===== src/design/triangle_coverage_depth_top_assert.svh =====
// ----------------------------------------------------------------------------
// triangle_coverage_depth_top_assert.svh
// Assertion macros shared by the triangle coverage block.
// ----------------------------------------------------------------------------
`ifndef TRIANGLE_COVERAGE_DEPTH_TOP_ASSERT_SVH
`define TRIANGLE_COVERAGE_DEPTH_TOP_ASSERT_SVH

// expression must never hold outside reset
`define TCD_ASSERT_NEVER(label, expr, msg) \
    label: assert property (@(posedge aclk) disable iff (!aresetn) !(expr)) \
        else $error(msg);

// antecedent implies consequent in the same cycle
`define TCD_ASSERT_IMPLY(label, ante, cons, msg) \
    label: assert property (@(posedge aclk) disable iff (!aresetn) (ante) |-> (cons)) \
        else $error(msg);

`endif


===== src/design/tcd_pkg.sv =====
// ----------------------------------------------------------------------------
// tcd_pkg
// Types and constants of the triangle coverage and depth block.
// ----------------------------------------------------------------------------
`default_nettype none

package tcd_pkg;

    localparam int XY_W      = 16;
    localparam int Z_W       = 24;
    localparam int AREA_W    = 35;   // signed doubled area / edge value
    localparam int TOT_W     = 34;   // positive area magnitude
    localparam int WQ_W      = 23;   // weight quotient, Q1.22 up to 1.0
    localparam int WDIV_STEPS = 22;
    localparam int R_W       = 41;   // reciprocal depth, Q25.16
    localparam int RLO_W     = 21;
    localparam int RHI_W     = R_W - RLO_W;
    localparam int PL_W      = WQ_W + RLO_W;
    localparam int PH_W      = WQ_W + RHI_W;
    localparam int PROD_W    = 64;
    localparam int S_W       = 65;
    localparam int D_W       = 24;
    localparam int DDIV_STEPS = D_W;
    localparam int ADDR_W    = 5;
    localparam int RBIT_LAST = R_W - 1;

    localparam logic [R_W-1:0]  RECIP_RESET = R_W'(65536);
    localparam logic [D_W-1:0]  DEPTH_MAX   = {D_W{1'b1}};
    localparam logic [Z_W-1:0]  Z_RESET     = {Z_W{1'b1}};
    localparam logic [S_W-1:0]  SAT_LIMIT   = S_W'(1) << 38;

    // edge i runs from vertex EDGE_A[i] to vertex EDGE_B[i]
    localparam int EDGE_A [3] = '{1, 2, 0};
    localparam int EDGE_B [3] = '{2, 0, 1};

    typedef enum logic [2:0] {
        REG_V0_XY = 3'd0,
        REG_V1_XY = 3'd1,
        REG_V2_XY = 3'd2,
        REG_V0_Z  = 3'd3,
        REG_V1_Z  = 3'd4,
        REG_V2_Z  = 3'd5
    } reg_idx_t;

    typedef enum logic [1:0] {
        CFG_IDLE,
        CFG_AREA_MUL,
        CFG_AREA_SUB,
        CFG_RECIP
    } cfg_state_t;

    typedef struct packed {
        logic [2:0][XY_W-1:0] vx;
        logic [2:0][XY_W-1:0] vy;
        logic [AREA_W-1:0]    area;
        logic [2:0][R_W-1:0]  recip;
        logic                 busy;
    } cfg_t;

    typedef struct packed {
        logic           degenerate;
        logic [D_W-1:0] depth;
        logic           covered;
    } result_t;

endpackage

`default_nettype wire


===== src/design/tcd_cfg.sv =====
// ----------------------------------------------------------------------------
// tcd_cfg
// Register file, area and per-vertex reciprocal depth precompute.
// ----------------------------------------------------------------------------
`default_nettype none

module tcd_cfg (
    input  wire logic                      aclk,
    input  wire logic                      aresetn,
    input  wire logic                      psel,
    input  wire logic                      penable,
    input  wire logic                      pwrite,
    input  wire logic [tcd_pkg::ADDR_W-1:0] paddr,
    input  wire logic [31:0]               pwdata,
    output logic      [31:0]               prdata,
    output logic                           pready,
    output tcd_pkg::cfg_t                  cfg
);
    import tcd_pkg::*;

    logic [31:0]          vxy_reg   [3];
    logic [Z_W-1:0]       vz_reg    [3];
    logic [R_W-1:0]       recip_reg [3];
    logic [AREA_W-1:0]    area_reg;
    logic signed [33:0]   am1_reg, am2_reg;
    cfg_state_t           state_reg, state_next;
    logic [1:0]           lane_reg;
    logic [5:0]           bit_reg;
    logic [Z_W-1:0]       rem_reg;
    logic [R_W-2:0]       q_reg;

    logic                 wr;
    reg_idx_t             idx;
    logic                 known;
    logic [Z_W-1:0]       z;
    logic [Z_W:0]         r2;
    logic                 ge;
    logic signed [16:0]   dx2, dy2, dx1, dy1;

    assign pready = 1'b1;
    assign wr     = psel && penable && pwrite;
    assign idx    = reg_idx_t'(paddr[4:2]);
    assign known  = (paddr[4:2] <= 3'(REG_V2_Z));

    always_comb begin
        case (idx)
            REG_V0_XY: prdata = vxy_reg[0];
            REG_V1_XY: prdata = vxy_reg[1];
            REG_V2_XY: prdata = vxy_reg[2];
            REG_V0_Z:  prdata = 32'(vz_reg[0]);
            REG_V1_Z:  prdata = 32'(vz_reg[1]);
            REG_V2_Z:  prdata = 32'(vz_reg[2]);
            default:   prdata = 32'd0;
        endcase
    end

    always_ff @(posedge aclk) begin
        if (!aresetn) begin
            state_reg <= CFG_IDLE;
        end else begin
            state_reg <= state_next;
        end
    end

    always_comb begin
        state_next = state_reg;
        case (state_reg)
            CFG_IDLE: begin
                if (wr && known) state_next = CFG_AREA_MUL;
            end
            CFG_AREA_MUL: state_next = CFG_AREA_SUB;
            CFG_AREA_SUB: state_next = CFG_RECIP;
            CFG_RECIP: begin
                if (bit_reg == 6'd0 && lane_reg == 2'd2) state_next = CFG_IDLE;
            end
            default: state_next = CFG_IDLE;
        endcase
    end

    // area = cross(v2 - v0, v1 - v0)
    assign dx2 = {vxy_reg[2][15], vxy_reg[2][15:0]}  - {vxy_reg[0][15], vxy_reg[0][15:0]};
    assign dy2 = {vxy_reg[2][31], vxy_reg[2][31:16]} - {vxy_reg[0][31], vxy_reg[0][31:16]};
    assign dx1 = {vxy_reg[1][15], vxy_reg[1][15:0]}  - {vxy_reg[0][15], vxy_reg[0][15:0]};
    assign dy1 = {vxy_reg[1][31], vxy_reg[1][31:16]} - {vxy_reg[0][31], vxy_reg[0][31:16]};

    // restoring divide of 2^40 by the lane depth, one bit per cycle
    assign z  = (vz_reg[lane_reg] == '0) ? Z_W'(1) : vz_reg[lane_reg];
    assign r2 = {rem_reg, (bit_reg == 6'(RBIT_LAST))};
    assign ge = (r2 >= {1'b0, z});

    always_ff @(posedge aclk) begin
        if (!aresetn) begin
            for (int i = 0; i < 3; i++) begin
                vxy_reg[i]   <= '0;
                vz_reg[i]    <= Z_RESET;
                recip_reg[i] <= RECIP_RESET;
            end
            area_reg <= '0;
        end else begin
            if (wr && state_reg == CFG_IDLE) begin
                case (idx)
                    REG_V0_XY: vxy_reg[0] <= pwdata;
                    REG_V1_XY: vxy_reg[1] <= pwdata;
                    REG_V2_XY: vxy_reg[2] <= pwdata;
                    REG_V0_Z:  vz_reg[0]  <= pwdata[Z_W-1:0];
                    REG_V1_Z:  vz_reg[1]  <= pwdata[Z_W-1:0];
                    REG_V2_Z:  vz_reg[2]  <= pwdata[Z_W-1:0];
                    default: ;
                endcase
            end
            if (state_reg == CFG_AREA_SUB) begin
                area_reg <= AREA_W'(am1_reg) - AREA_W'(am2_reg);
            end
            if (state_reg == CFG_RECIP && bit_reg == 6'd0) begin
                recip_reg[lane_reg] <= {q_reg, ge};
            end
        end
    end

    always_ff @(posedge aclk) begin
        am1_reg <= dx2 * dy1;
        am2_reg <= dy2 * dx1;
        if (state_reg == CFG_AREA_SUB) begin
            lane_reg <= 2'd0;
            bit_reg  <= 6'(RBIT_LAST);
            rem_reg  <= '0;
            q_reg    <= '0;
        end else if (state_reg == CFG_RECIP) begin
            if (bit_reg == 6'd0) begin
                lane_reg <= lane_reg + 2'd1;
                bit_reg  <= 6'(RBIT_LAST);
                rem_reg  <= '0;
                q_reg    <= '0;
            end else begin
                rem_reg <= ge ? Z_W'(r2 - {1'b0, z}) : r2[Z_W-1:0];
                bit_reg <= bit_reg - 6'd1;
                q_reg   <= {q_reg[R_W-3:0], ge};
            end
        end
    end

    always_comb begin
        for (int i = 0; i < 3; i++) begin
            cfg.vx[i]    = vxy_reg[i][15:0];
            cfg.vy[i]    = vxy_reg[i][31:16];
            cfg.recip[i] = recip_reg[i];
        end
        cfg.area = area_reg;
        cfg.busy = (state_reg != CFG_IDLE);
    end

endmodule

`default_nettype wire


===== config.mk =====
export PLATFORM = sky130hd
export DESIGN_NAME = tcd_cfg
export DESIGN_NICKNAME = d
export VERILOG_FILES = /design/src/design/triangle_coverage_depth_top_assert.svh /design/src/design/tcd_pkg.sv /design/src/design/tcd_cfg.sv
export SDC_FILE = /design/constraint.sdc
export NUM_CORES = 2
export LEC_CHECK = 0
export BUFFER_PORTS_ARGS = -buffer_cell sky130_fd_sc_hd__buf_4
export CORE_MARGIN = 10
export CORE_UTILIZATION = 53
export CTS_BUF_LIST = sky130_fd_sc_hd__clkbuf_4 sky130_fd_sc_hd__clkbuf_8
export CTS_CLUSTER_DIAMETER = 150
export CTS_CLUSTER_SIZE = 12
export DETAILED_ROUTE_END_ITERATION = 8
export HOLD_SLACK_MARGIN = 0.03
export PLACE_DENSITY = 0.84
export SLEW_MARGIN = 10
export SYNTH_ARGS = -nofsm -noshare
export SYNTH_HDL_FRONTEND = slang
export SYNTH_SLANG_ARGS = --single-unit

===== constraint.sdc =====
create_clock -name aclk -period 7.5 [get_ports aclk]
set_input_delay 1.125 -clock aclk [delete_from_list [all_inputs] [get_ports aclk]]
set_output_delay 1.125 -clock aclk [all_outputs]
set_load 0.05 [all_outputs]

# Word level (Yosys, flattened, before mapping)
# Memories as Yosys holds them, arrays and structs flattened. A register that Yosys moved wholly into a read port is not among the register bits.
# Index checks and enable logic that the tools add are counted.
[classes] addsub=8 reduce_logical=14 n_mul=2 muxes=48 order_cmp=2 bitwise_logic=6 n_eq_ne=12
[op_table] cell="one-hot mux 32 bit (6 select lines)" count=1
[op_table] cell="2-to-1 mux 24 bit" count=6
[op_table] cell="2-to-1 mux 32 bit" count=3
[op_table] cell="multiplier 17 x 17 -> 34 bit" count=2
[op_table] cell="subtractor 16 x 16 -> 17 bit" count=4
[op_table] cell="2-to-1 mux 41 bit" count=1
[op_table] cell="OR reduction 41 bit" count=1
[op_table] cell="2-to-1 mux 40 bit" count=1
[op_table] cell="subtractor 34 x 34 -> 35 bit" count=1
[op_table] cell="2-to-1 mux 1 bit" count=29
[op_table] cell=">= comparator 25 x 24 -> 1 bit" count=1
[op_table] cell="zero test 24 bit" count=1
[op_table] cell="subtractor 24 bit" count=1
[op_table] cell="2-to-1 mux 2 bit" count=5
[op_table] cell="one-hot mux 2 bit (4 select lines)" count=1
[op_table] cell="== test 2 bit (second input constant)" count=3
[op_table] cell="== test 3 x 2 -> 1 bit (second input constant)" count=2
[op_table] cell="== test 3 bit (second input constant)" count=2
[op_table] cell="== test 6 bit (second input constant)" count=1
[op_table] cell="logical AND 1 bit" count=6
[op_table] cell="zero test 6 bit" count=1
[op_table] cell="2-to-1 mux 6 bit" count=1
[op_table] cell="OR 1 bit" count=6
[op_table] cell="subtractor 6 x 1 -> 6 bit (second input constant)" count=1
[op_table] cell="other kinds (9)" count=11
[totals] register_bits=177 inputBits=42 n_memories=3 ramBits=291 wordCells=103 out_inout_bits=288
[memory_table] memory="recip_reg" words=3 word_bits=41 rd=3 rd_clocked_by_memory_dff=0 wr=3 line_no="tcd_cfg.sv:23" rtl="logic [R_W-1:0] recip_reg [3];"
[memory_table] memory="vxy_reg" words=3 word_bits=32 rd=3 rd_clocked_by_memory_dff=0 wr=3 line_no="tcd_cfg.sv:21" rtl="logic [31:0] vxy_reg [3];"
[memory_table] memory="vz_reg" words=3 word_bits=24 rd=4 rd_clocked_by_memory_dff=1 wr=3 line_no="tcd_cfg.sv:22" rtl="logic [Z_W-1:0] vz_reg [3];"

# Longest topological paths before layout
[logic_depth] word_depth=7 depth_mapped=34 mapped_depth_nobuf=33

# Least setup slack after synthesis
# OpenSTA, ideal clock, no wires.
[synth_timing] path_type="register -> register" startpoint="mem vxy_reg[0][16]" endpoint="reg am2_reg[33]" t_arrival_ns=8.153 path_buffers=1 path_slack_ns=-0.725 path_stages_with_launch=33 path_cell_list="edfxtp_1 ha_1 inv_1 fa_1 a21o_1 a21oi_1 nand2b_1 a211oi_1 nor3b_2 o21ai_0 xor2_1 buf_2 nand2_1 fa_1 inv_1 fa_1 inv_1 fa_1 inv_1 fa_1 inv_1 fa_1 inv_1 fa_1 ha_1 and3_1 a221o_1 a21oi_1 a21oi_1 nor4_1 o311ai_0 a21oi_1 xnor2_1"
[synth_rtl] item="from (decl)" line_no="tcd_cfg.sv:21"
[synth_rtl] item="to (signal assigned)" line_no="tcd_cfg.sv:122" rtl="am2_reg <= dy2 * dx1;"
[synth_rtl] item="to (decl)" line_no="tcd_cfg.sv:25" rtl="logic signed [33:0] am1_reg, am2_reg;"

==> impl_metrics.py <==
metrics = {
    "setup_path": {
        "slowest_delay_ns": 0.59,
        "rr_worst_depth": 34,
        "cp.arrival_ns": 8.46,
        "crit_required_ns": 8.06,
        "path_class": "reg -> reg",
        "critical_path.endpoint": "am1_reg[32]",
        "reg2reg_to": "am1_reg[32]",
        "rrSetupSlack_ns": -0.40,
        "critPathLaunchType": "register",
        "cp-end-kind": "register",
        "crit_slowest_cell": "fa_2",
        "cp_max_fo": 5,
        "timing.rr.start": "vxy_reg[0][64]",
        "cp-startpoint": "vxy_reg[0][64]",
    },
    "finish": {
        "final_area_um2": 55100,
        "nets": 6332,
        "syn_to_final_growth_pct": 21.6,
        "largest_register_ffs": 123,
        "final_core_util": 0.648,
        "drive_gt1_frac": 0.230,
        "fill_cells": 6253,
    },
    "timing": {
        "rsz0062_at_grt": "true",
        "worstMarginPinSlew_ns": 1.34,
        "relSlewSlack": 0.108,
        "fin_crit_sh": 1.05,
        "drv_slew": 0,
        "setup_viol_count_final": 28,
        "setup_ws_ns": -0.398,
        "fin_crit_ns": 7.90,
        "fmax_mhz": 127,
        "skew_ns": 0.0317,
        "hold_viol": 0,
    },
    "detailed_routing": {
        "drtIter0Drc": 3800,
        "wl_mm": 148,
        "first_pass_iters": 6,
        "vias": 37600,
        "drc_errors": 0,
        "viasPerCell": 5.72,
        "wire_per_inst_um": 22.5,
        "antenna_left": 0,
    },
    "logic_synthesis": {
        "yosys_register_bits": 470,
        "yosysTopAreaCell": "fa_1",
        "synth_top_cell_area_share": 0.264,
        "syn_area_um2": 45300,
        "synth-edff-count": 291,
        "synth.area.top_cells": "fa_1 26%, edfxtp_1 19%, ha_1 8.3%",
        "synth_top_family_by_area": "adder cells",
        "synth_adder_area_share": 0.347,
        "async_reset_ff_frac": 0,
        "synthSimpleGateAreaFrac": 0.159,
        "synth_xor_area_frac": 0.0338,
        "synth_fp_nets": 5594,
        "synthFlopType": "edfxtp_1",
        "synthesis.instances": 4654,
        "synth-compound-area-share": 0.0947,
        "seq_area_frac_synth": 0.272,
        "yosysUniqueCellTypes": 94,
        "synth_warnings": 0,
        "syn_area_per_cell_um2": 9.73,
        "synth_mux_area_frac": 0.0139,
    },
    "cts": {
        "clock_latency_ns": 0.68,
        "htreeDepth": 2,
        "root_buffer": "clkbuf_8",
        "cts.clk_slew.worst_paths_ns": 0.10,
        "clock-sinks": 470,
        "cts_made_buffers": 45,
        "cts_tree": "built",
        "clockBufferDepth": 3,
    },
    "grt": {
        "antenna_found_initial": 3,
        "grtUsageTotal": 0.288,
        "grt_pass1_wl_mm": 219,
        "grt_start_max_net_pins": 91,
        "grt-ovfl-total": 0,
        "grt_pass1_vias": 37700,
    },
    "run": {
        "maxCapViolations": 0,
    },
    "die": {
        "die_area_um2": 97500,
        "core_area_um2": 85000,
        "num_rows": 107,
        "die_w_um": 312,
        "start_util": 0.533,
        "ios": 330,
        "die_h_um": 312,
    },
    "placement": {
        "place_area_um2": 52100,
        "globalplace.congestion": 1.04,
        "dp_hpwl_mm": 118,
        "pre_cts_ws_ns": -0.357,
        "port_buffers": 326,
    },
    "min_path": {
        "hp-class": "reg -> reg",
    },
    "run_status": {
        "status": "finished, violations left",
        "violations": "setup timing",
    },
}
[Yosys cell counts, types with 20 or more instances]
cell	instances
o21ai_0	86
fa_1	598
a31oi_1	33
xor2_1	61
mux2i_1	63
or2_2	40
nand2b_1	91
and3_1	38
o211ai_1	22
nor2_1	365
a22oi_1	74
nand3_1	123
dfxtp_1	179
edfxtp_1	291
a21oi_1	190
clkbuf_1	119
ha_1	300
a21o_1	48
o21a_1	24
o21ai_1	20
inv_1	773
and2_1	204
nor3_1	58
nor2b_1	58
nand2_1	407
xnor2_1	112
[worst max-delay path, delay by kind of cell (launching register included)]
kind	cells	cell delay (ns)
adders and majority gates	9	3.81
and+or+nand+nor	3	0.23
buffers and inverters	10	1.02
AOI/OAI and AO/OA	10	1.95
DFF	1	0.39
xor gates and xnor gates	2	0.35
[cell families after synthesis]
group / after synthesis
simple gates: 1476
buf+inv: 933
fa+ha+maj: 898
compound gates: 639
flops: 470
xor+xnor: 174
mux: 63
other cells: 1
[metrics by stage]
step / hold WS, ns / instances / setup TNS (ns)
2_1_floorplan: 0.445 / 4654 / -3.45
3_3_place_gp: 0.455 / 6386 / -2.05
3_5_place_dp: 0.461 / 6386 / -4.47
4_1_cts: 0.473 / 6512 / -0.521
5_1_grt: 0.498 / 6572 / -10.43
6_report: 0.472 / 6573 / -4.91
[per-layer routing]
| layer | wire length (um) | track usage | vias to the layer above |
|---|---|---|---|
| met4 | 7830 | 0.118 | 2 |
| met3 | 19000 | 0.0875 | 443 |
| met1 | 56000 | 0.369 | 18200 |
| li1 | - | - | 16600 |
| met2 | 65300 | 0.453 | 2339 |
| met5 | 13 | 0 | - |
[cell type report]
cell class	instances	area, um2	area share
inverter	775	2910	0.0528
timing repair buffer	849	6780	0.123
clock inverter	5	46.3	0.000841
clock buffer	77	860	0.0156
multi-input combinational	3251	30700	0.558
antenna	2	5.00	0.0000909
tap	1144	1430	0.0260
sequential	470	12300	0.224
[worst min-delay path by stage]
stage,startpoint,to,slack [ns],depth (start not counted)
floorplan,rem_reg[10],rem_reg[10],0.45,2
global placement,rem_reg[7],rem_reg[7],0.46,2
detailed placement,rem_reg[5],rem_reg[5],0.46,2
CTS,rem_reg[5],rem_reg[5],0.47,2
global route,rem_reg[5],rem_reg[5],0.50,2
finish,rem_reg[13],rem_reg[13],0.47,2
[repair_timing]
item | CTS | global route
pin swaps | 63 | 114
setup buffers | 42 | 58
gates resized for setup | 72 | 198
hold buffers | 0 | 0
cloned | 2 | 2
setup endpoints to repair | 26 | 34
[cell usage in the layout, fill, tap and decap left out, drive strengths merged, types with 14 or more instances in the layout]
cell type,synthesis,layout
a211oi,14,14
fa,598,598
a21o,51,51
buf,37,846
edfxtp,291,291
ha,300,300
nand4,20,20
a31oi,35,35
a21oi,190,190
nand2,407,407
o211ai,23,23
a22oi,74,74
xnor2,113,113
and3,38,38
and2,206,206
or2,41,41
nor2b,58,58
inv,773,777
nand3,123,123
mux2i,63,63
o21a,24,24
nor2,365,365
nor3,58,58
clkbuf,120,80
dfxtp,179,179
xor2,61,61
o21ai,106,106
nand2b,91,91
Power is left out: the tool's default activity adds up to more than one toggle a clock period on the data nets, which glitch-free logic cannot reach.
